[src/design/wtm_pkg.sv]
package wtm_pkg;
    localparam int MAX_LAYERS   = 4;
    localparam int CURVE_POINTS = 11;

    localparam int MOIST_W   = 26;
    localparam int LEVEL_W   = 22;
    localparam int THICK_W   = 19;
    localparam int CAP_W     = 24;
    localparam int SAMPLE_W  = 24;
    localparam int QUO_W     = 50;

    localparam logic [1:0] ACT_POINT  = 2'd0;
    localparam logic [1:0] ACT_LAYER  = 2'd1;
    localparam logic [1:0] ACT_SAMPLE = 2'd2;

    localparam logic [1:0] KIND_LAYER  = 2'd0;
    localparam logic [1:0] KIND_LOWEST = 2'd1;
    localparam logic [1:0] KIND_UPPER  = 2'd2;
    localparam logic [1:0] KIND_ALL    = 2'd3;

    localparam logic REG_LAYER_COUNT = 1'b0;
    localparam logic REG_SAT_MARGIN  = 1'b1;

    typedef struct packed {
        logic start;
        logic signed [49:0] num;
        logic [26:0] den;
    } t_div_req;

    typedef struct packed {
        logic done;
        logic signed [49:0] quo;
    } t_div_rsp;

    function automatic logic signed [LEVEL_W-1:0] sat_level(input logic signed [51:0] v);
        if (v < -52'sd2097152) begin
            return -22'sd2097152;
        end else if (v > 52'sd2097151) begin
            return 22'sd2097151;
        end
        return v[LEVEL_W-1:0];
    endfunction
endpackage

[src/design/wtm_div.sv]
module wtm_div
    import wtm_pkg::*;
(
    input  logic     i_clk,
    input  logic     i_rst_n,
    input  t_div_req i_req,
    output t_div_rsp o_rsp
);
    // Restoring divide, one quotient bit per cycle, magnitudes then sign fix.
    logic [49:0] r_rem_q;
    logic [27:0] r_rem;
    logic [26:0] r_den;
    logic        r_neg;
    logic        r_busy;
    logic        r_done;
    logic [5:0]  r_cnt;
    logic [27:0] w_trial;
    logic [28:0] w_diff;
    logic [49:0] w_mag;

    assign w_mag   = i_req.num[49] ? 50'(-i_req.num) : 50'(i_req.num);
    assign w_trial = {r_rem[26:0], r_rem_q[49]};
    assign w_diff  = {1'b0, w_trial} - {2'b0, r_den};

    always_ff @(posedge i_clk) begin
        if (!i_rst_n) begin
            r_busy <= 1'b0;
            r_done <= 1'b0;
            r_cnt  <= '0;
        end else begin
            r_done <= 1'b0;
            if (i_req.start) begin
                r_busy <= 1'b1;
                r_cnt  <= 6'd0;
            end else if (r_busy) begin
                r_cnt <= r_cnt + 6'd1;
                if (r_cnt == 6'(QUO_W - 1)) begin
                    r_busy <= 1'b0;
                    r_done <= 1'b1;
                end
            end
        end
    end

    always_ff @(posedge i_clk) begin
        if (i_req.start) begin
            r_rem_q <= w_mag;
            r_rem   <= '0;
            r_den   <= i_req.den;
            r_neg   <= i_req.num[49];
        end else if (r_busy) begin
            if (!w_diff[28]) begin
                r_rem   <= w_diff[27:0];
                r_rem_q <= {r_rem_q[48:0], 1'b1};
            end else begin
                r_rem   <= w_trial;
                r_rem_q <= {r_rem_q[48:0], 1'b0};
            end
        end
    end

    assign o_rsp.done = r_done;
    assign o_rsp.quo  = r_neg ? -$signed(r_rem_q) : $signed(r_rem_q);
endmodule

[config.mk]
export PLATFORM = sky130hd
export DESIGN_NAME = wtm_div
export DESIGN_NICKNAME = d
export VERILOG_FILES = /design/src/design/wtm_pkg.sv /design/src/design/wtm_div.sv
export SDC_FILE = /design/constraint.sdc
export NUM_CORES = 1
export LEC_CHECK = 0
export ABC_CLOCK_PERIOD_IN_PS = 9200
export BUFFER_PORTS_ARGS = -buffer_cell sky130_fd_sc_hd__buf_2
export CORE_MARGIN = 8
export CORE_UTILIZATION = 62
export CTS_CLUSTER_DIAMETER = 50
export DETAILED_ROUTE_END_ITERATION = 10
export PLACE_DENSITY = 0.87
export RECOVER_POWER = 25
export SYNTH_ARGS = -nofsm -noshare
export SYNTH_HDL_FRONTEND = slang
export SYNTH_SLANG_ARGS = --single-unit
[constraint.sdc]
create_clock -name i_clk -period 9.2 [get_ports i_clk]
set_input_delay 2.76 -clock i_clk [delete_from_list [all_inputs] [get_ports i_clk]]
set_output_delay 2.76 -clock i_clk [all_outputs]
set_load 0.01 [all_outputs]
### After elaboration in Yosys (flattened, before gate mapping)

Cells that the tools add are included.

* $add $sub $neg: 4
* equal/unequal tests: 1
* multiplexer cells: 10
* bitwise logic cells: 2
* reductions and logical operators: 3

Operator list (count)
* $mux W50: 4
* $neg A50 Y50: 2
* $sub A28 B27 Y29: 1
* $mux W27: 1
* $add A6 B1 Y6 const B: 1
* $eq A6 B6 Y1 const B: 1
* $mux W1: 5
* $reduce_or A3 Y1: 1
* $not A1 Y1: 2
* $reduce_bool A2 Y1: 1
* $reduce_or A2 Y1: 1

* register bits: 113
* input port bits: 80
* output and inout port bits: 51
* logic and storage cells: 27

### Depth between registers and ports, before layout

Gate-level depths: netlist (run 1).

* depth in word-level cells: 4
* gate-level depth with buffers: 13
* mapped depth without buffers: 12

### Worst setup path after synthesis (run 1)

OpenSTA, ideal clock, no wires.

* path kind: reg2out
* start point: reg r_rem_q[10]
* end point: out o_rsp[47] (netlist bit)
* data arrival time: 3.663 ns
* required time: 6.440 ns
* slack: 2.777 ns
* cell stages (with the launch flop): 11
* buffers on the path: 1
* cells stage by stage: edfxtp_1 or4_4 or3_4 or3_4 or3_4 or3_4 or3_1 buf_2 or4_4 o41ai_2 xnor2_1

RTL lines
* from (decl): line wtm_div.sv:10 `logic [49:0] r_rem_q;`
* from (signal assigned): line wtm_div.sv:47 `r_rem_q <= w_mag;`
* from (signal assigned): line wtm_div.sv:54 `r_rem_q <= {r_rem_q[48:0], 1'b1};`
* from (signal assigned): line wtm_div.sv:57 `r_rem_q <= {r_rem_q[48:0], 1'b0};`
* to (decl): line wtm_div.sv:7 `output t_div_rsp o_rsp`

==> results_dict.tcl, run 1 <==
set metrics [dict create \
    status "finished with violations" \
    violations "capacitance limit, slew limit" \
    detail-route-antenna-nets 0 \
    setup_tns_ns 0 \
    start_kind "flop" \
    slew_headroom -0.6785 \
    hold_class "reg -> reg" \
    die-height_microns 127.6 \
    std_cell_rows 40 \
    finalNonFillerCells 1154 \
    period_needed_ns 7.196 \
    power_density_nw_per_um2 189.3 \
    worst_slack_ns 2.004 \
    ys_ff_latch 113 \
    clk_latency_ns 0.42 \
    fmax_mhz 139.0 \
    antenna_found_initial 1 \
    syn_nets 972 \
    hold_buffers 0 \
    total_power_mw 1.710 \
    drv_slew 102 \
    cap_viol_max_count 2 \
    via_per_inst 5.838 \
    post_cts_resized 0 \
    grt_pass1_vias 6669 \
    hold_depth 2 \
    hold_viol_final 0 \
    r2r.worst_path.cells 13 \
    place_hpwl_microns 13260 \
    dp_worst_setup_slack_ns 2.448 \
    ys_types 57 \
    worst_setup_path_end_kind "output port" \
    die_width_microns 127.6 \
    portBuffers 130 \
    synth_edf_count 78 \
    core-area_sq_um 12110 \
    grtUsageTotal 0.2347 \
    netlist_area_sq_um 7724 \
    ys_seq_area_frac 0.3940 \
    wl_microns 18760 \
    rsz0062_at_grt "no" \
    start_util 0.6377 \
    grt_pass1_wl_microns 31110 \
    htreeDepth 4 \
    grt_max_degree 102 \
    fin_crit_sh 0.7821 \
    drive_above_1_share 0.1789 \
    ys_async_sr_fraction 0 \
    wl_per_cell_microns 16.26 \
    first_iter_violations 486 \
    synth_warnings 0 \
    arrival_ns 4.44 \
    num_vias 6737 \
    drc 0 \
    dp.cells 1120 \
    final_util 0.7458 \
    power.leakage_nw 3.648 \
    path_class "reg -> out" \
    clock_sinks 113 \
    postCtsSetupRepairBufs 0 \
    boundaryPins 131 \
    synthFlopType "edfxtp_1" \
    tightest_slew_ns 2.518 \
    synth_area_per_cell_sq_um 8.981 \
    dieArea_sq_um 16290 \
    cp.required_ns 6.44 \
    setup_viol 0 \
    syn2layout_area_growth_pct 16.94 \
    clkSlewWorstSetupHoldPaths_ns 0.05 \
    finClkSkew_ns 0.008814 \
    cts-root-buf "clkbuf_16" \
    gp_congestion 0.8353 \
    ir_worst_vdd_v 0.0001480 \
    synth_cells 860 \
    drt_pass1_iterations 5 \
    cts_buffer_depth 2 \
    fin_nets 1083 \
    grt-ovfl-total 0 \
    numCtsBuffers 17 \
    path_max_fanout 7 \
    cts_tree "yes" \
]
[Yosys cell counts (9+ instances only)]
master / n / area [sq um]
o41ai_1: 9 / 78.83
nor2_1: 100 / 375.4
nand2_1: 49 / 183.9
a211oi_1: 18 / 135.1
clkbuf_1: 34 / 127.6
o31ai_1: 35 / 262.8
a21o_1: 12 / 90.09
dfxtp_1: 35 / 700.7
or4_1: 11 / 82.58
or3_1: 24 / 150.1
a21oi_1: 84 / 420.4
xnor2_1: 65 / 569.3
inv_1: 44 / 165.2
o21ai_0: 53 / 265.3
nor3_1: 9 / 45.04
edfxtp_1: 78 / 2342
ha_1: 31 / 387.9
xor2_1: 52 / 455.4
[final cells by class]
type	count	area, sq um
Inverter	45	168.9
Tap cell	168	210.2
Antenna cell	2	5.005
Clock inverter	7	82.58
Clock buffer	25	495.5
Multi-Input combinational cell	660	4352
Timing Repair Buffer	134	674.4
Fill cell	899	3079
Sequential cell	113	3044
[metal layers]
metal	part of all wire	up-vias	track usage	wire [microns]
met3	0.065	33	0.06281	1217
li1	-	3354	-	-
met1	0.42	3127	0.2744	7795
met4	0.019	0	0.08601	349
met5	0	-	0	0
met2	0.50	223	0.4048	9402
[logic make-up after synthesis]
| family | Yosys count | synth area share |
|---|---|---|
| xor gates and xnor gates | 117 | 0.1327 |
| AOI/OAI and AO/OA | 250 | 0.2049 |
| adders and majority gates | 32 | 0.05281 |
| DFF | 113 | 0.3940 |
| buffers and inverters | 87 | 0.04341 |
| and+or+nand+nor | 251 | 0.1589 |
| muxes | 10 | 0.01328 |
[worst max-delay path, cell delays in order (launching register included)]
cell and delay (ns):
edfxtp_1 0.44, or4_4 0.56, or3_4 0.36, or3_4 0.39
or3_4 0.36, or3_4 0.36, or3_1 0.45, or4_4 0.49
o41ai_2 0.30, xnor2_1 0.16, buf_2 0.15
[flip-flops by register name, indices dropped and copies added, names as in the netlist]
name,cells
r_busy,1
r_cnt,6
r_den,27
r_done,1
r_neg,1
r_rem,27
r_rem_q,50
[cell usage in the layout, fill, tap and decap left out, types with 11 or more instances in the layout]
master,count
or3_1,24
or4_1,11
nand2_1,48
o21ai_0,53
buf_2,125
a21o_1,12
inv_1,44
xor2_1,52
dfxtp_1,34
a211oi_1,18
xnor2_1,65
nor2_1,100
edfxtp_1,78
clkbuf_16,17
o31ai_1,35
ha_1,31
a21oi_1,83
[metrics by stage]
| stage | area, sq um | hold WS (ns) |
|---|---|---|
| after floorplan | 7724 | 0.4577 |
| after global placement | 8458 | 0.4737 |
| after detailed placement | 8458 | 0.4798 |
| after CTS | 9036 | 0.4880 |
| after global routing | 9030 | 0.5263 |
| final | 9032 | 0.4874 |
[where the power goes]
part / switching (mW) / internal [mW]
Sequential: 0.0450 / 0.604
Clock: 0.219 / 0.423
Combinational: 0.239 / 0.179
[worst paths after layout]
path | slack (ns) | start | to
worst min-delay path | 0.49 | r_rem[0] | r_rem[0]
worst max register to register | 5.11 | r_rem_q[49] | r_rem[26]
worst min register to register | 0.49 | r_rem[0] | r_rem[0]
worst max-delay path | 2.00 | r_rem_q[9] | o_rsp[47]
Note: power is estimated with default switching activity, not from simulation.
==> run 2: changes to the inputs <==
Settings changed: ABC_AREA set to 1, ABC_CLOCK_PERIOD_IN_PS 9200 to 6400, CORE_UTILIZATION 62 to 54, PLACE_DENSITY 0.87 to 0.78.
Clock period 9.2 ns to 6.4 ns, I/O delays scaled along.
==> run 2 against run 1 <==
The flow still finishes with violations (capacitance limit, slew limit); first-iteration DRC count grew 58%; area after synthesis up 30%; worst hold slack lost 0.017 ns; clock power grew 67%; core utilization shrank 12 points; wire length increased by 64%.
==> results_dict.tcl, run 2 <==
set metrics [dict create \
    status "finished with violations" \
    violations "capacitance limit, slew limit" \
    gp_congestion 0.9663 \
    syn2layout_area_growth_pct 14.46 \
    clk_latency_ns 0.42 \
    p_int_mw 1.716 \
    synth_area_per_cell_sq_um 6.215 \
    ys_seq_area_frac 0.3026 \
    synth_cells 1618 \
    drive_above_1_share 0.1046 \
    rsz0062_at_grt "no" \
    grtUsageTotal 0.2678 \
    cts-root-buf "clkbuf_16" \
    clock_power_share 0.432 \
    yosysMostFrequentCell "nand2_1" \
    grt-ovfl-total 0 \
    die_width_microns 152.5 \
    finalNonFillerCells 1983 \
    drv_slew 181 \
    arrival_ns 5.38 \
    fmax_mhz 193.0 \
    place_hpwl_microns 24180 \
    clkSlewWorstSetupHoldPaths_ns 0.06 \
    synth_top_area_share 0.2329 \
    std_cell_rows 50 \
    cts_tree "yes" \
    dp.cells 1951 \
    grt_pass1_vias 10640 \
    worst_setup_path_end_kind "flop" \
    synth_warnings 0 \
    tightest_slew_ns 3.679 \
    hold_class "reg -> reg" \
    setup_viol 0 \
    start_kind "input port" \
    p_seq_frac 0.364 \
    ys_async_sr_fraction 0 \
    dieArea_sq_um 23240 \
    die-height_microns 152.5 \
    core-area_sq_um 18520 \
    synth.area.top_cells "edfxtp_1, nand2_1, inv_1, nand3_1, dfxtp_1" \
    grt_max_degree 71 \
    htreeDepth 4 \
    detail-route-antenna-nets 0 \
    final_common_cell "nand2_1" \
    synthFlopType "edfxtp_1" \
    finClkSkew_ns 0.009878 \
    first_iter_violations 770 \
    largest_register_ffs 50 \
    ys_ff_latch 113 \
    path_max_fanout 70 \
    via_per_inst 5.364 \
    final_cell_mix "nand2_1, inv_1, nor2_1, nand3_1, buf_2" \
    postCtsSetupRepairBufs 0 \
    r2r_setup_slack_ns 3.42 \
    cap_viol_max_count 3 \
    wl_microns 30830 \
    ys_types 42 \
    fin_nets 1848 \
    grt_pass1_wl_microns 50670 \
    ir_worst_vdd_v 0.0001051 \
    yosys.area.top_type "edfxtp_1" \
    clock_sinks 113 \
    cts_buffer_depth 2 \
    power_density_nw_per_um2 214.6 \
    wl_per_cell_microns 15.55 \
    fin_crit_sh 0.8095 \
    largest_register "r_rem_q" \
    boundaryPins 131 \
    numCtsBuffers 17 \
    antenna_found_initial 0 \
    hold_buffers 0 \
    syn_nets 1730 \
    cp.required_ns 6.60 \
    num_vias 10637 \
    power.leakage_nw 5.859 \
    netlist_area_sq_um 10060 \
    top_regs "r_rem_q: 50 flops, r_den: 27 flops, r_rem: 27 flops" \
    setup_tns_ns 0 \
    portBuffers 130 \
    p_switching_mw 0.7548 \
    total_power_mw 2.471 \
    period_needed_ns 5.181 \
    p_comb_frac 0.204 \
    post_cts_resized 0 \
    n_antenna_cell 0 \
    synth_edf_count 78 \
    drt_pass1_iterations 5 \
    switching_share 0.3055 \
    drc 0 \
    start_util 0.5430 \
    yosys-top-cells-count "nand2_1, inv_1, nand3_1, nor2_1, edfxtp_1" \
    path_class "in -> reg" \
    hold_viol_final 0 \
    slew_headroom -1.453 \
]
run 2: cell count changes after synthesis, sizes merged, moves of 28 or more:
| cell | previous run | this run |
|---|---|---|
| nor2 | 100 | 173 |
| inv | 44 | 275 |
| o21ai | 54 | 85 |
| nand3 | 8 | 168 |
| nand2 | 49 | 541 |
| or3 | 28 | 0 |
| xnor2 | 65 | 16 |
| o31ai | 36 | 3 |
| a21oi | 84 | 23 |
| nand4 | 7 | 39 |
run 2: power groups by stage:
stage	Combinational (mW)	Clock, mW	Sequential (mW)
final	0.504	1.07	0.900
after global routing	0.561	1.11	0.906
after CTS	0.502	1.08	0.898
after detailed placement	0.499	0	0.912
after global placement	0.494	0	0.911
after floorplan	0.318	0	0.894
run 2: cells by family after synthesis:
group,after synthesis,share of synthesized area
AND/OR/NAND/NOR,972,0.4100
buffers and inverters,314,0.1209
AO/OA/AOI/OAI,114,0.06234
flip-flops,113,0.3026
XOR/XNOR,73,0.06358
adder cells (fa/ha/maj),32,0.04056
run 2: per-stage QoR:
stage	utilization	instance area (sq um)	hold WS, ns	setup WS [ns]
global route	0.6216	11510	0.4942	0.8393
finish	0.6216	11510	0.4709	1.219
global placement	0.5869	10870	0.4562	2.103
CTS	0.6223	11520	0.4687	1.627
detailed placement	0.5869	10870	0.4586	2.084
floorplan	-	10060	0.4404	2.047
run 2: worst paths after layout:
| kind | startpoint | to | cells after the start |
|---|---|---|---|
| min | r_rem[14] | r_rem[14] | 2 |
| max reg2reg | r_den[15] | r_rem_q[0] | 12 |
| max | i_req[77] | r_rem_q[31] | 4 |
| min reg2reg | r_rem[14] | r_rem[14] | 2 |
run 2: final cells by class:
type | count | area (sq um)
clock buffers | 17 | 425.4
clock inverters | 15 | 230.2
fillers | 1792 | 7008
inverters | 277 | 1040
multi-input cells | 1191 | 5797
flip-flops and latches | 113 | 3043
well taps | 234 | 292.8
repair buffers | 136 | 681.9
run 2: per-layer routing:
metal,share of wire,up-vias,track usage
li1,-,5364,-
met1,0.40,4763,0.3013
met2,0.49,401,0.4696
met3,0.060,109,0.03772
met4,0.056,0,0.1744
met5,0,-,0
run 2: critical path, cell delays in order:
cell      delay, ns
clkbuf_1       0.12
clkbuf_1       2.60
nand3_1        0.48
o21ai_0        0.22
