### config.mk
export PLATFORM = sky130hd
export DESIGN_NAME = wtm_ram
export DESIGN_NICKNAME = d
export VERILOG_FILES = /design/src/design/wtm_ram.sv
export SDC_FILE = /design/constraint.sdc
export NUM_CORES = 1
export LEC_CHECK = 0
export BUFFER_PORTS_ARGS = -buffer_cell sky130_fd_sc_hd__buf_2
export CAP_MARGIN = 20
export CORE_MARGIN = 1
export CORE_UTILIZATION = 50
export CTS_CLUSTER_SIZE = 40
export DETAILED_ROUTE_END_ITERATION = 10
export PLACE_DENSITY = 0.78
export SYNTH_ARGS = -nofsm -noshare
export SYNTH_HDL_FRONTEND = slang
export SYNTH_SLANG_ARGS = --single-unit
### constraint.sdc
create_clock -name i_clk -period 1.6 [get_ports i_clk]
set_input_delay 0.08 -clock i_clk [delete_from_list [all_inputs] [get_ports i_clk]]
set_output_delay 0.08 -clock i_clk [all_outputs]
set_load 0.05 [all_outputs]
### src/design/wtm_ram.sv
module wtm_ram #(
    parameter int WIDTH = 8,
    parameter int DEPTH = 16
) (
    input  logic                     i_clk,
    input  logic                     i_we,
    input  logic [$clog2(DEPTH)-1:0] i_waddr,
    input  logic [WIDTH-1:0]         i_wdata,
    input  logic [$clog2(DEPTH)-1:0] i_raddr,
    output logic [WIDTH-1:0]         o_rdata
);
    logic [WIDTH-1:0] r_mem [DEPTH];
    logic [WIDTH-1:0] r_rdata;

    always_ff @(posedge i_clk) begin
        if (i_we) begin
            r_mem[i_waddr] <= i_wdata;
        end
        r_rdata <= r_mem[i_raddr];
    end

    assign o_rdata = r_rdata;
endmodule

# After elaboration in Yosys (flattened, before gate mapping)
# Memory sizes are Yosys's and may differ from the RTL's. A register that Yosys moved wholly into a read port is not among the register bits.
# Index checks and enable logic that the tools add are counted.
dict set report word_totals {
  mem_bits_rw 128
  reg_bits 0
  inputBits 18
  mem_count 1
  out_inout_bits 8
}
dict set report op_classes {
  mux 2
}
# name words word_bits rd rd_ports_with_merged_regs write_ports line_no
set mem_list {}
lappend mem_list {r_mem 16 8 1 1 1 12} ;# logic [WIDTH-1:0] r_mem [DEPTH];
# cell n
set op_table {}
lappend op_table {{1-bit 2-to-1 mux} 2}

# Depth between registers and ports, before layout
# Gate-level depths: netlist of the first run.
dict set report logic_depth {
  depth_word 2
  ltp_mapped 5
  depth_no_buf 3
}

# Worst setup path after synthesis of the first run
# No wires, ideal clock.
dict set report synth_path {
  kind {in2reg}
  from {in i_waddr[2]}
  to {mem r_mem[0][0] (enable)}
  arrival_time_ns 1.190
  cell_stages 2
  required_time_ns 1.217
  setup_ns 0.383
  slack_ns 0.027
  n_path_buf 0
  path_cell_list {or3b_2 -> nor3_1}
}
# item line_no
set synth_rtl {}
lappend synth_rtl {{from (decl)} 7} ;# input logic [$clog2(DEPTH)-1:0] i_waddr,
lappend synth_rtl {{to (decl)} 12}
# No word-level cell before the write port.

==> results.py, run 1 <==
metrics = {
    "run_status": {
        "status": "complete, no violations",
    },
    "global_routing": {
        "global_route.overflow_total": 0,
        "grt_pass1_vias": 2529,
        "groute.usage.overall_pct": 20.5,
        "antenna_found_initial": 0,
        "grt_max_degree": 23,
        "wire_length_of_the_first_global_routing_pass_um": 14700,
    },
    "critical_path": {
        "worst_r2r_start": "r_mem[1][3]",
        "critical_path_class": "flop to flop",
        "cp_slowest_stage_delay_ns": 0.51,
        "slowest_stage": "sky130_fd_sc_hd__mux4_1",
        "crit_buf_inv": 0,
        "maximum_fanout_count_along_the_critical_path": 1,
        "crit_path_cell_chain": "mux4_1, a22oi_1, nand2_1",
        "setup.worst_path.start_class": "flop",
        "worst_setup_path_end_kind": "flop",
        "worst-endpoint-required_ns": 2.00,
        "worst_path_dominant_cell_family": "multiplexers",
        "worst-r2r-setup-slack_ns": 0.21,
        "setup.worst_path.start": "r_mem[1][3]",
        "timing.critical_path.arrival_ns": 1.79,
        "worst-r2r-cell-count": 3,
        "reg2reg_to": "o_rdata[3]",
        "critical_path_cell_count": 3,
    },
    "drt": {
        "drt_iter0_drcs": 123,
        "wl_um": 9620,
        "vias_per_cell": 5.68,
        "met2WireLength_um": 4900,
        "antenna_violating_nets_post_route": 0,
        "drt-pass1-iter-count": 4,
        "routed-via-count": 2499,
        "drc_errors": 0,
        "met3WireLength_um": 529,
        "routedLengthMet1_um": 4090,
        "route.top_layer_used": "met4",
        "detail_route.wl_per_cell_um": 21.9,
    },
    "power": {
        "static-leakage-power_nw": 2.13,
        "peakVddDrop_v": 0.000865,
        "netSwitchingPower_w": 0.00170,
        "sequentialPowerShare_pct": 48.8,
        "pwr_density_cell_mw_per_mm2": 1320,
        "power_frac_comb_pct": 5.7,
        "cell_internal_pwr_w": 0.00651,
        "clock_power_share_pct": 45.4,
        "netSwitchingFraction_pct": 20.8,
    },
    "yosys": {
        "syn-num-nets": 247,
        "synthMostInstantiatedCell": "sky130_fd_sc_hd__edfxtp_1",
        "yosysSeqAreaShare_pct": 77.8,
        "yosysWarnings": 0,
        "synth_top_cell_area_share_pct": 74.7,
        "synth-async-reset-ratio_pct": 0,
        "synthDistinctLibCells": 19,
        "synth_area_per_cell_sq_um": 22.5,
        "ys_dominant_reg_cell": "sky130_fd_sc_hd__edfxtp_1",
        "synth_edf_count": 128,
        "yosysTopAreaCell": "sky130_fd_sc_hd__edfxtp_1",
        "synth_top_cells_by_count": "sky130_fd_sc_hd__edfxtp_1, sky130_fd_sc_hd__mux4_2, sky130_fd_sc_hd__a22oi_1",
        "post_synth_main_area_contributors": "sky130_fd_sc_hd__edfxtp_1, sky130_fd_sc_hd__mux4_2, sky130_fd_sc_hd__mux4_1, sky130_fd_sc_hd__dfxtp_1, sky130_fd_sc_hd__a22oi_1",
        "netlist_area_sq_mm": 0.00515,
        "ys_ff_latch": 136,
        "synth_cells": 229,
    },
    "sta": {
        "worst_slew_margin_rel_pct": 71.4,
        "timing_max_transition_violations_final": 0,
        "setup_repair_after_global_routing_missed_its_margin": "false",
        "worst_clk_skew_ns": 0.00633,
        "finalSetupViolations": 0,
        "finalHoldViolations": 0,
        "setup_tns_ns": 0,
        "timing.fmax_ghz": 0.721,
        "period_utilization_pct": 86.7,
        "tightest_slew_ns": 0.429,
        "min_period_ns": 1.39,
    },
    "job": {
        "max_cap_viol_count": 0,
    },
    "placement": {
        "globalplace.congestion": 0.713,
        "dp_hpwl_um": 5980,
        "place_area_sq_mm": 0.00556,
        "port_buffers": 25,
    },
    "worst_hold_path": {
        "min_path_cells": 3,
        "timing.hold.worst.start": "i_waddr[0]",
        "timing.hold.worst.class": "input pin to flop",
        "hold_path_end": "r_mem[0][6]",
    },
    "clock_tree": {
        "cts_sinks": 136,
        "worst_skew_pair.late_latency_ns": 0.51,
        "clock_tree.htree_level_count": 4,
        "cts_repair_resize_count": 0,
        "clock_tree_from_tritoncts": "yes",
        "clkSlewWorstSetupHoldPaths_ns": 0.06,
        "clock_tree.root_cell": "sky130_fd_sc_hd__clkbuf_8",
        "post_cts.repair.setup_buffers": 0,
        "cts_buffers": 17,
        "cts.hold.buffers_added": 8,
        "cts_buffer_depth": 2,
    },
    "floorplan": {
        "core.rowCount": 36,
        "pin_count": 26,
        "full_die_area_sq_mm": 0.0107,
        "placeableCoreArea_sq_mm": 0.00986,
        "die_h_um": 103,
        "die_w_um": 103,
        "initial_utilization_pct": 52.2,
    },
    "final_layout": {
        "final_cell_area_sq_mm": 0.00621,
        "post_route_cells_drive_above_1_share_pct": 31.6,
        "insertedDiodeCount": 0,
        "filler_cell_count": 674,
        "finalNetCount": 313,
        "areaGrowthSynthToFinish_pct": 20.7,
    },
}
[layout by cell type, fill, tap and decap left out]
cell,netlist,routed
sky130_fd_sc_hd__edfxtp_1,128,128
sky130_fd_sc_hd__buf_2,3,25
sky130_fd_sc_hd__buf_4,1,22
sky130_fd_sc_hd__mux4_2,18,18
sky130_fd_sc_hd__a22oi_1,16,16
sky130_fd_sc_hd__clkbuf_16,0,16
sky130_fd_sc_hd__mux4_1,14,14
sky130_fd_sc_hd__nor2_1,13,13
sky130_fd_sc_hd__nand2_1,9,9
sky130_fd_sc_hd__dlygate4sd3_1,0,8
sky130_fd_sc_hd__dfxtp_1,8,8
sky130_fd_sc_hd__clkinvlp_4,0,5
sky130_fd_sc_hd__nor3_1,4,4
sky130_fd_sc_hd__bufinv_16,0,3
sky130_fd_sc_hd__clkinv_2,0,3
sky130_fd_sc_hd__nand3b_1,2,2
sky130_fd_sc_hd__nand2b_1,2,2
sky130_fd_sc_hd__clkinv_1,0,2
sky130_fd_sc_hd__buf_12,0,2
sky130_fd_sc_hd__nor2b_1,1,1
sky130_fd_sc_hd__and2_1,1,1
sky130_fd_sc_hd__and2b_1,1,1
sky130_fd_sc_hd__nand3_1,1,1
sky130_fd_sc_hd__or3b_2,1,1
sky130_fd_sc_hd__clkbuf_8,0,1
sky130_fd_sc_hd__clkinv_4,0,1
[logic make-up (layout without fill, tap and decap cells)]
family | after synthesis | in the layout | share of synthesized area [%]
and+or+nand+nor | 35 | 35 | 3.18
buffers and inverters | 10 | 88 | 1.68
DFF | 136 | 136 | 77.8
AOI/OAI and AO/OA | 16 | 16 | 2.33
muxes | 32 | 32 | 15.0
[worst max-delay path by stage]
stage / to / slack (ns)
5_1_grt: o_rdata[3] / 0.16
3_5_place_dp: o_rdata[3] / 0.07
6_report: o_rdata[3] / 0.21
2_1_floorplan: r_mem[0][0] / 0.03
3_3_place_gp: o_rdata[3] / 0.11
4_1_cts: o_rdata[3] / 0.22
[layout make-up]
cell class	instances	area [sq um]	area share, %
clock inverters	14	159	2.56
repair buffers	57	410	6.61
multi-input cells	83	1060	17.0
clock buffers	17	414	6.67
flip-flops and latches	136	4000	64.5
well taps	133	166	2.68
[power by group through the flow]
stage | Clock (W) | Sequential [W] | Combinational (W)
floorplan | 0 | 0.00416 | 0.000202
global placement | 0 | 0.00408 | 0.000444
detailed placement | 0 | 0.00408 | 0.000455
CTS | 0.00378 | 0.00401 | 0.000476
global route | 0.00395 | 0.00401 | 0.000507
finish | 0.00373 | 0.00401 | 0.000470
[per-stage QoR]
step / utilization (%) / total power [W] / cells / setup WS (ns) / hold WS [ns]
floorplan: - / 0.00436 / 229 / 0.0271 / 0.179
global placement: 56.3 / 0.00452 / 401 / 0.110 / 0.461
finish: 63.0 / 0.00821 / 440 / 0.213 / 0.110
global route: 63.0 / 0.00847 / 440 / 0.158 / 0.105
CTS: 63.0 / 0.00827 / 440 / 0.225 / 0.0913
detailed placement: 56.3 / 0.00454 / 401 / 0.0739 / 0.480
[worst register-to-register path, cell delays in order (launching register included)]
cell and delay (ns):
sky130_fd_sc_hd__edfxtp_1 0.37, sky130_fd_sc_hd__mux4_1 0.51, sky130_fd_sc_hd__a22oi_1 0.31, sky130_fd_sc_hd__nand2_1 0.09
[layer usage]
layer  up-vias  GRT usage, %
met2        85          33.0
met1      1294          26.8
met3        11          5.71
met4         0          8.02
li1       1109             -
met5         -             0
[registers in the layout, summed over array words and instances, names as in the netlist]
signal   cells
o_rdata      8
r_mem      128
No activity file was read; power rests on OpenSTA's default activity.
==> run 2: changes to the inputs <==
==> constraint.sdc (replaced) <==
create_clock -name i_clk -period 1.1 [get_ports i_clk]
set_input_delay 0.055 -clock i_clk [delete_from_list [all_inputs] [get_ports i_clk]]
set_output_delay 0.055 -clock i_clk [all_outputs]
set_load 0.05 [all_outputs]
==> run 2 against run 1 <==
The flow now finishes with violations (negative setup slack). Cell count increased by 3.0%. Hold slack got worse by 0.060 ns. Total power grew 53%. Setup slack got worse by 0.39 ns. Die area did not move. Register-to-register slack worse by 0.39 ns. Clock power rose by 57%. Critical endpoint is now o_rdata[0]. Largest power group is now clock. Highest routed layer unchanged.
==> results.py, run 2 (synthesis gave the netlist of run 1 again) <==
metrics = {
    "sta": {
        "hold_slack_ns": 0.0499,
        "timing.fmax_ghz": 0.780,
        "timing_max_transition_violations_final": 0,
        "finalHoldViolations": 0,
        "worst_slew_margin_rel_pct": 40.6,
        "tightest_slew_ns": 0.889,
        "min_period_ns": 1.28,
        "period_utilization_pct": 117,
        "setup_repair_after_global_routing_missed_its_margin": "true",
        "timing.final.ws_setup_ns": -0.182,
        "finalSetupViolations": 8,
        "worst_clk_skew_ns": 0.00572,
    },
    "floorplan": {
        "initial_utilization_pct": 52.2,
        "full_die_area_sq_mm": 0.0107,
        "die_w_um": 103,
        "core.rowCount": 36,
        "placeableCoreArea_sq_mm": 0.00986,
        "die_h_um": 103,
        "pin_count": 26,
    },
    "power": {
        "power_w": 0.0125,
        "static-leakage-power_nw": 2.20,
        "peakVddDrop_v": 0.00130,
        "pwr_density_cell_mw_per_mm2": 1930,
    },
    "worst_hold_path": {
        "hold_path_end": "r_mem[4][0]",
        "timing.hold.worst.class": "input pin to flop",
        "min_path_cells": 3,
        "timing.hold.worst.start": "i_waddr[0]",
    },
    "global_routing": {
        "wire_length_of_the_first_global_routing_pass_um": 15000,
        "grt_max_degree": 19,
        "grt_pass1_vias": 2673,
        "groute.usage.overall_pct": 20.8,
        "antenna_found_initial": 0,
        "global_route.overflow_total": 0,
    },
    "final_layout": {
        "areaGrowthSynthToFinish_pct": 26.0,
        "post_route_cells_drive_above_1_share_pct": 46.6,
        "largest_register_ffs": 128,
        "finalNetCount": 325,
        "fin_util_pct": 65.8,
        "insertedDiodeCount": 0,
        "mostFrequentLayoutCells": "sky130_fd_sc_hd__edfxtp_1, sky130_fd_sc_hd__mux4_2, sky130_fd_sc_hd__buf_4",
        "largest-register": "r_mem",
        "final_common_cell": "sky130_fd_sc_hd__edfxtp_1",
        "final_cell_area_sq_mm": 0.00649,
    },
    "job": {
        "max_cap_viol_count": 0,
    },
    "critical_path": {
        "worst_setup_path_end_kind": "flop",
        "reg2reg_to": "o_rdata[0]",
        "setup.worst_path.start_class": "flop",
        "maximum_fanout_count_along_the_critical_path": 1,
        "worst_r2r_start": "r_mem[11][0]",
        "critical_path_class": "flop to flop",
        "timing.critical_path.arrival_ns": 1.67,
        "worst-r2r-cell-count": 3,
        "worst-endpoint-required_ns": 1.49,
        "worst-r2r-setup-slack_ns": -0.18,
    },
    "clock_tree": {
        "cts_buffer_depth": 2,
        "clock_tree.htree_level_count": 4,
        "clock_tree_from_tritoncts": "yes",
        "clock_tree.root_cell": "sky130_fd_sc_hd__clkbuf_8",
        "cts_buffers": 17,
        "cts_sinks": 136,
        "worst_skew_pair.late_latency_ns": 0.51,
        "clkSlewWorstSetupHoldPaths_ns": 0.06,
    },
    "placement": {
        "place_area_sq_mm": 0.00567,
        "placement.setup.worst_slack_ns": -0.342,
        "port_buffers": 25,
        "dp_hpwl_um": 6410,
        "globalplace.congestion": 0.733,
    },
    "drt": {
        "antenna_violating_nets_post_route": 0,
        "detail_route.wl_per_cell_um": 22.0,
        "vias_per_cell": 5.56,
        "routed-via-count": 2518,
        "drt-pass1-iter-count": 4,
        "drt_iter0_drcs": 144,
        "wl_um": 9950,
        "drc_errors": 0,
    },
    "run_status": {
        "failed_checks": "negative setup slack",
        "status": "complete, but fails checks",
    },
}
## run 2: changes by cell type in the layout (fill, tap and decap cells not counted), sizes merged
cell      before  now
buf           49   61
clkinv         6    5
clkinvlp       5    3
clkbuf        17   20
bufinv         3    4
## run 2: per-stage QoR
stage,setup TNS (ns),std cells
floorplan,-0.741,229
global placement,-10.04,413
detailed placement,-13.88,413
CTS,-1.18,453
global route,-1.41,453
finish,-1.08,453
## run 2: worst max-delay path, stage by stage (launching register included)
cell,delay [ns]
sky130_fd_sc_hd__edfxtp_1,0.37
sky130_fd_sc_hd__mux4_2,0.48
sky130_fd_sc_hd__a22oi_2,0.22
sky130_fd_sc_hd__nand2_1,0.09
## run 2: worst max-delay path by stage
stage,cells past startpoint,slack (ns),to,from
6_report,3,-0.18,o_rdata[0],r_mem[11][0]
5_1_grt,3,-0.19,o_rdata[1],r_mem[3][1]
4_1_cts,3,-0.18,o_rdata[0],r_mem[11][0]
3_5_place_dp,5,-0.34,o_rdata[2],i_raddr[0]
3_3_place_gp,5,-0.34,o_rdata[2],i_raddr[0]
2_1_floorplan,5,-0.07,o_rdata[5],i_raddr[0]
## run 2: area by class of cell
type | instances | area, sq um
clock buffers | 20 | 455
well taps | 133 | 166
clock inverters | 12 | 173
flip-flops and latches | 136 | 4010
repair buffers | 69 | 579
multi-input cells | 83 | 1100
fillers | 614 | 3380
## run 2: repair_timing
item / CTS / global route
buffers inserted: 0 / 0
endpoints found under the setup margin: 16 / 14
hold buffers: 8 / 0
pin swaps: 3 / 2
resized for setup: 29 / 10
hold endpoints to repair: 128 / 0
## run 2: routing by layer
metal  vias up  routed length, um  part of all wire [%]  track usage (%)
met2        80               5200                    52             33.1
met4         0                 74                  0.74             8.78
met3         8                525                   5.3             4.84
met1      1310               4150                    42             27.9
li1       1120                  -                     -                -
met5         -                  0                     0                0
## run 2: power by group
group	switching (W)	internal, W	leakage [nW]
logic	0.000456	0.000355	0.680
clock network	0.00202	0.00385	0.298
registers	0.0000470	0.00580	1.22
total	0.00252	0.0100	2.20
==> run 3: changes to the inputs <==
--- a/config.mk
+++ b/config.mk
@@ -5,7 +5,7 @@
 export SDC_FILE = /design/constraint.sdc
 export NUM_CORES = 1
 export LEC_CHECK = 0
-export BUFFER_PORTS_ARGS = -buffer_cell sky130_fd_sc_hd__buf_2
+export BUFFER_PORTS_ARGS = -buffer_cell sky130_fd_sc_hd__buf_4
 export CAP_MARGIN = 20
 export CORE_MARGIN = 1
 export CORE_UTILIZATION = 50
==> run 3 against run 2 <==
The run still ends with negative setup slack left. Total power decreased by 3.8%. Sequential share of layout area increased by 0.18 points. Highest routed layer unchanged. Register-to-register slack about the same. Non-clock buffer count stayed put. Wire length increased by 1.0%. Cell count did not move. Die area unchanged. Critical endpoint is now o_rdata[2]. Sequential power barely moved. Critical path type unchanged. Critical path depth stayed put.
==> results.py, run 3 (synthesis gave the netlist of run 1 again) <==
metrics = {
    "final_layout": {
        "largest_register_ffs": 128,
        "largest-register": "r_mem",
        "fin_util_pct": 65.6,
        "final_common_cell": "sky130_fd_sc_hd__edfxtp_1",
        "post_route_cells_drive_above_1_share_pct": 45.0,
        "mostFrequentLayoutCells": "sky130_fd_sc_hd__edfxtp_1, sky130_fd_sc_hd__buf_4, sky130_fd_sc_hd__mux4_2",
        "insertedDiodeCount": 0,
        "finalNetCount": 325,
        "areaGrowthSynthToFinish_pct": 25.6,
    },
    "sta": {
        "timing.fmax_ghz": 0.785,
        "setup_repair_after_global_routing_missed_its_margin": "true",
        "min_period_ns": 1.27,
        "period_utilization_pct": 116,
        "timing_max_transition_violations_final": 0,
        "tightest_slew_ns": 0.807,
        "finalHoldViolations": 0,
        "worst_clk_skew_ns": 0.00489,
        "finalSetupViolations": 8,
        "worst_slew_margin_rel_pct": 46.0,
        "setup_tns_ns": -1.16,
        "timing.final.ws_setup_ns": -0.174,
    },
    "clock_tree": {
        "post_cts.repair.setup_buffers": 0,
        "cts_sinks": 136,
        "cts_buffers": 17,
        "clock_tree.htree_level_count": 4,
        "cts_buffer_depth": 2,
        "clock_tree.root_cell": "sky130_fd_sc_hd__clkbuf_8",
        "clock_tree_from_tritoncts": "yes",
        "worst_skew_pair.late_latency_ns": 0.52,
        "clkSlewWorstSetupHoldPaths_ns": 0.06,
    },
    "global_routing": {
        "global_route.overflow_total": 0,
        "wire_length_of_the_first_global_routing_pass_um": 15000,
        "grt_max_degree": 17,
        "groute.usage.overall_pct": 21.1,
        "antenna_found_initial": 0,
        "grt_pass1_vias": 2605,
    },
    "floorplan": {
        "die_w_um": 103,
        "die_h_um": 103,
        "pin_count": 26,
        "initial_utilization_pct": 52.2,
        "placeableCoreArea_sq_mm": 0.00986,
        "core.rowCount": 36,
        "full_die_area_sq_mm": 0.0107,
    },
    "critical_path": {
        "critical_path_class": "flop to flop",
        "slowest_stage": "sky130_fd_sc_hd__mux4_2",
        "crit_buf_inv": 0,
        "setup.worst_path.start_class": "flop",
        "timing.critical_path.arrival_ns": 1.68,
        "cp_slowest_stage_delay_ns": 0.49,
        "worst_setup_path_end_kind": "flop",
        "worst_path_dominant_cell_family": "multiplexers",
        "worst-endpoint-required_ns": 1.50,
        "setup.worst_path.start": "r_mem[11][2]",
        "worst-r2r-setup-slack_ns": -0.17,
        "maximum_fanout_count_along_the_critical_path": 1,
        "worst_r2r_start": "r_mem[11][2]",
        "crit_path_cell_chain": "mux4_2, a22oi_2, nand2_1",
    },
    "placement": {
        "placement.setup.worst_slack_ns": -0.304,
        "dp_hpwl_um": 6250,
        "port_buffers": 25,
        "globalplace.congestion": 0.815,
    },
    "worst_hold_path": {
        "timing.hold.worst.class": "input pin to flop",
        "timing.hold.worst.start": "i_waddr[1]",
    },
    "run_status": {
        "failed_checks": "negative setup slack",
        "status": "complete, but fails checks",
    },
    "power": {
        "pwr_density_cell_mw_per_mm2": 1860,
        "static-leakage-power_nw": 2.19,
        "peakVddDrop_v": 0.00104,
        "power_w": 0.0120,
    },
    "drt": {
        "wl_um": 10100,
        "drt-pass1-iter-count": 4,
        "drc_errors": 0,
        "routed-via-count": 2554,
        "antenna_violating_nets_post_route": 0,
        "vias_per_cell": 5.64,
        "drt_iter0_drcs": 141,
        "detail_route.wl_per_cell_um": 22.2,
    },
    "job": {
        "max_cap_viol_count": 0,
    },
}
[run 3: cell count changes in the layout (fill, tap and decap cells not counted), moves of 3 or more]
| cell | delta |
|---|---|
| sky130_fd_sc_hd__dfxtp_2 | -3 |
| sky130_fd_sc_hd__a22oi_1 | +3 |
| sky130_fd_sc_hd__clkinv_4 | +3 |
| sky130_fd_sc_hd__buf_4 | +17 |
| sky130_fd_sc_hd__clkbuf_8 | -3 |
| sky130_fd_sc_hd__buf_2 | -17 |
| sky130_fd_sc_hd__a22oi_2 | -3 |
[run 3: worst register-to-register path: stages (launching register included)]
cell                       delay (ns)
sky130_fd_sc_hd__edfxtp_1        0.37
sky130_fd_sc_hd__mux4_2          0.49
sky130_fd_sc_hd__a22oi_2         0.23
sky130_fd_sc_hd__nand2_1         0.07
[run 3: per-stage QoR]
step                      std cells  hold slack, ns  area, sq um
final                           453          0.0584         6470
after global routing            453          0.0485         6470
after CTS                       453          0.0419         6430
after detailed placement        413           0.365         5730
after global placement          413           0.355         5730
after floorplan                 229           0.154         5180
[run 3: timing repair]
action | 4_1_cts | 5_1_grt
hold buffers | 8 | 0
endpoints found under the hold margin | 128 | 0
endpoints found under the setup margin | 12 | 16
pin swaps | 0 | 3
gates resized for setup | 14 | 14
[run 3: layout make-up]
| cell class | count | area (sq um) |
|---|---|---|
| well taps | 133 | 166 |
| fillers | 611 | 3400 |
| clock inverters | 14 | 153 |
| multi-input cells | 83 | 1090 |
| flip-flops and latches | 136 | 4010 |
| clock buffers | 18 | 418 |
| repair buffers | 69 | 629 |
[run 3: where the power goes]
group / total, W / switching (W) / internal, W
registers: 0.00585 / 0.0000484 / 0.00580
clock network: 0.00537 / 0.00214 / 0.00323
logic: 0.000827 / 0.000452 / 0.000375
[run 3: final timing paths]
check	to	depth (start not counted)
worst min register to register	o_rdata[3]	3
worst max-delay path	o_rdata[2]	3
worst max register to register	o_rdata[2]	3
worst min-delay path	r_mem[0][4]	3
[run 3: routing by layer]
| layer | global-route usage [%] | part of all wire [%] | wire [um] |
|---|---|---|---|
| met1 | 27.6 | 42 | 4190 |
| met2 | 33.5 | 51 | 5170 |
| met3 | 6.18 | 5.0 | 499 |
| met4 | 8.67 | 2.0 | 204 |
| met5 | 0 | 0 | 0 |
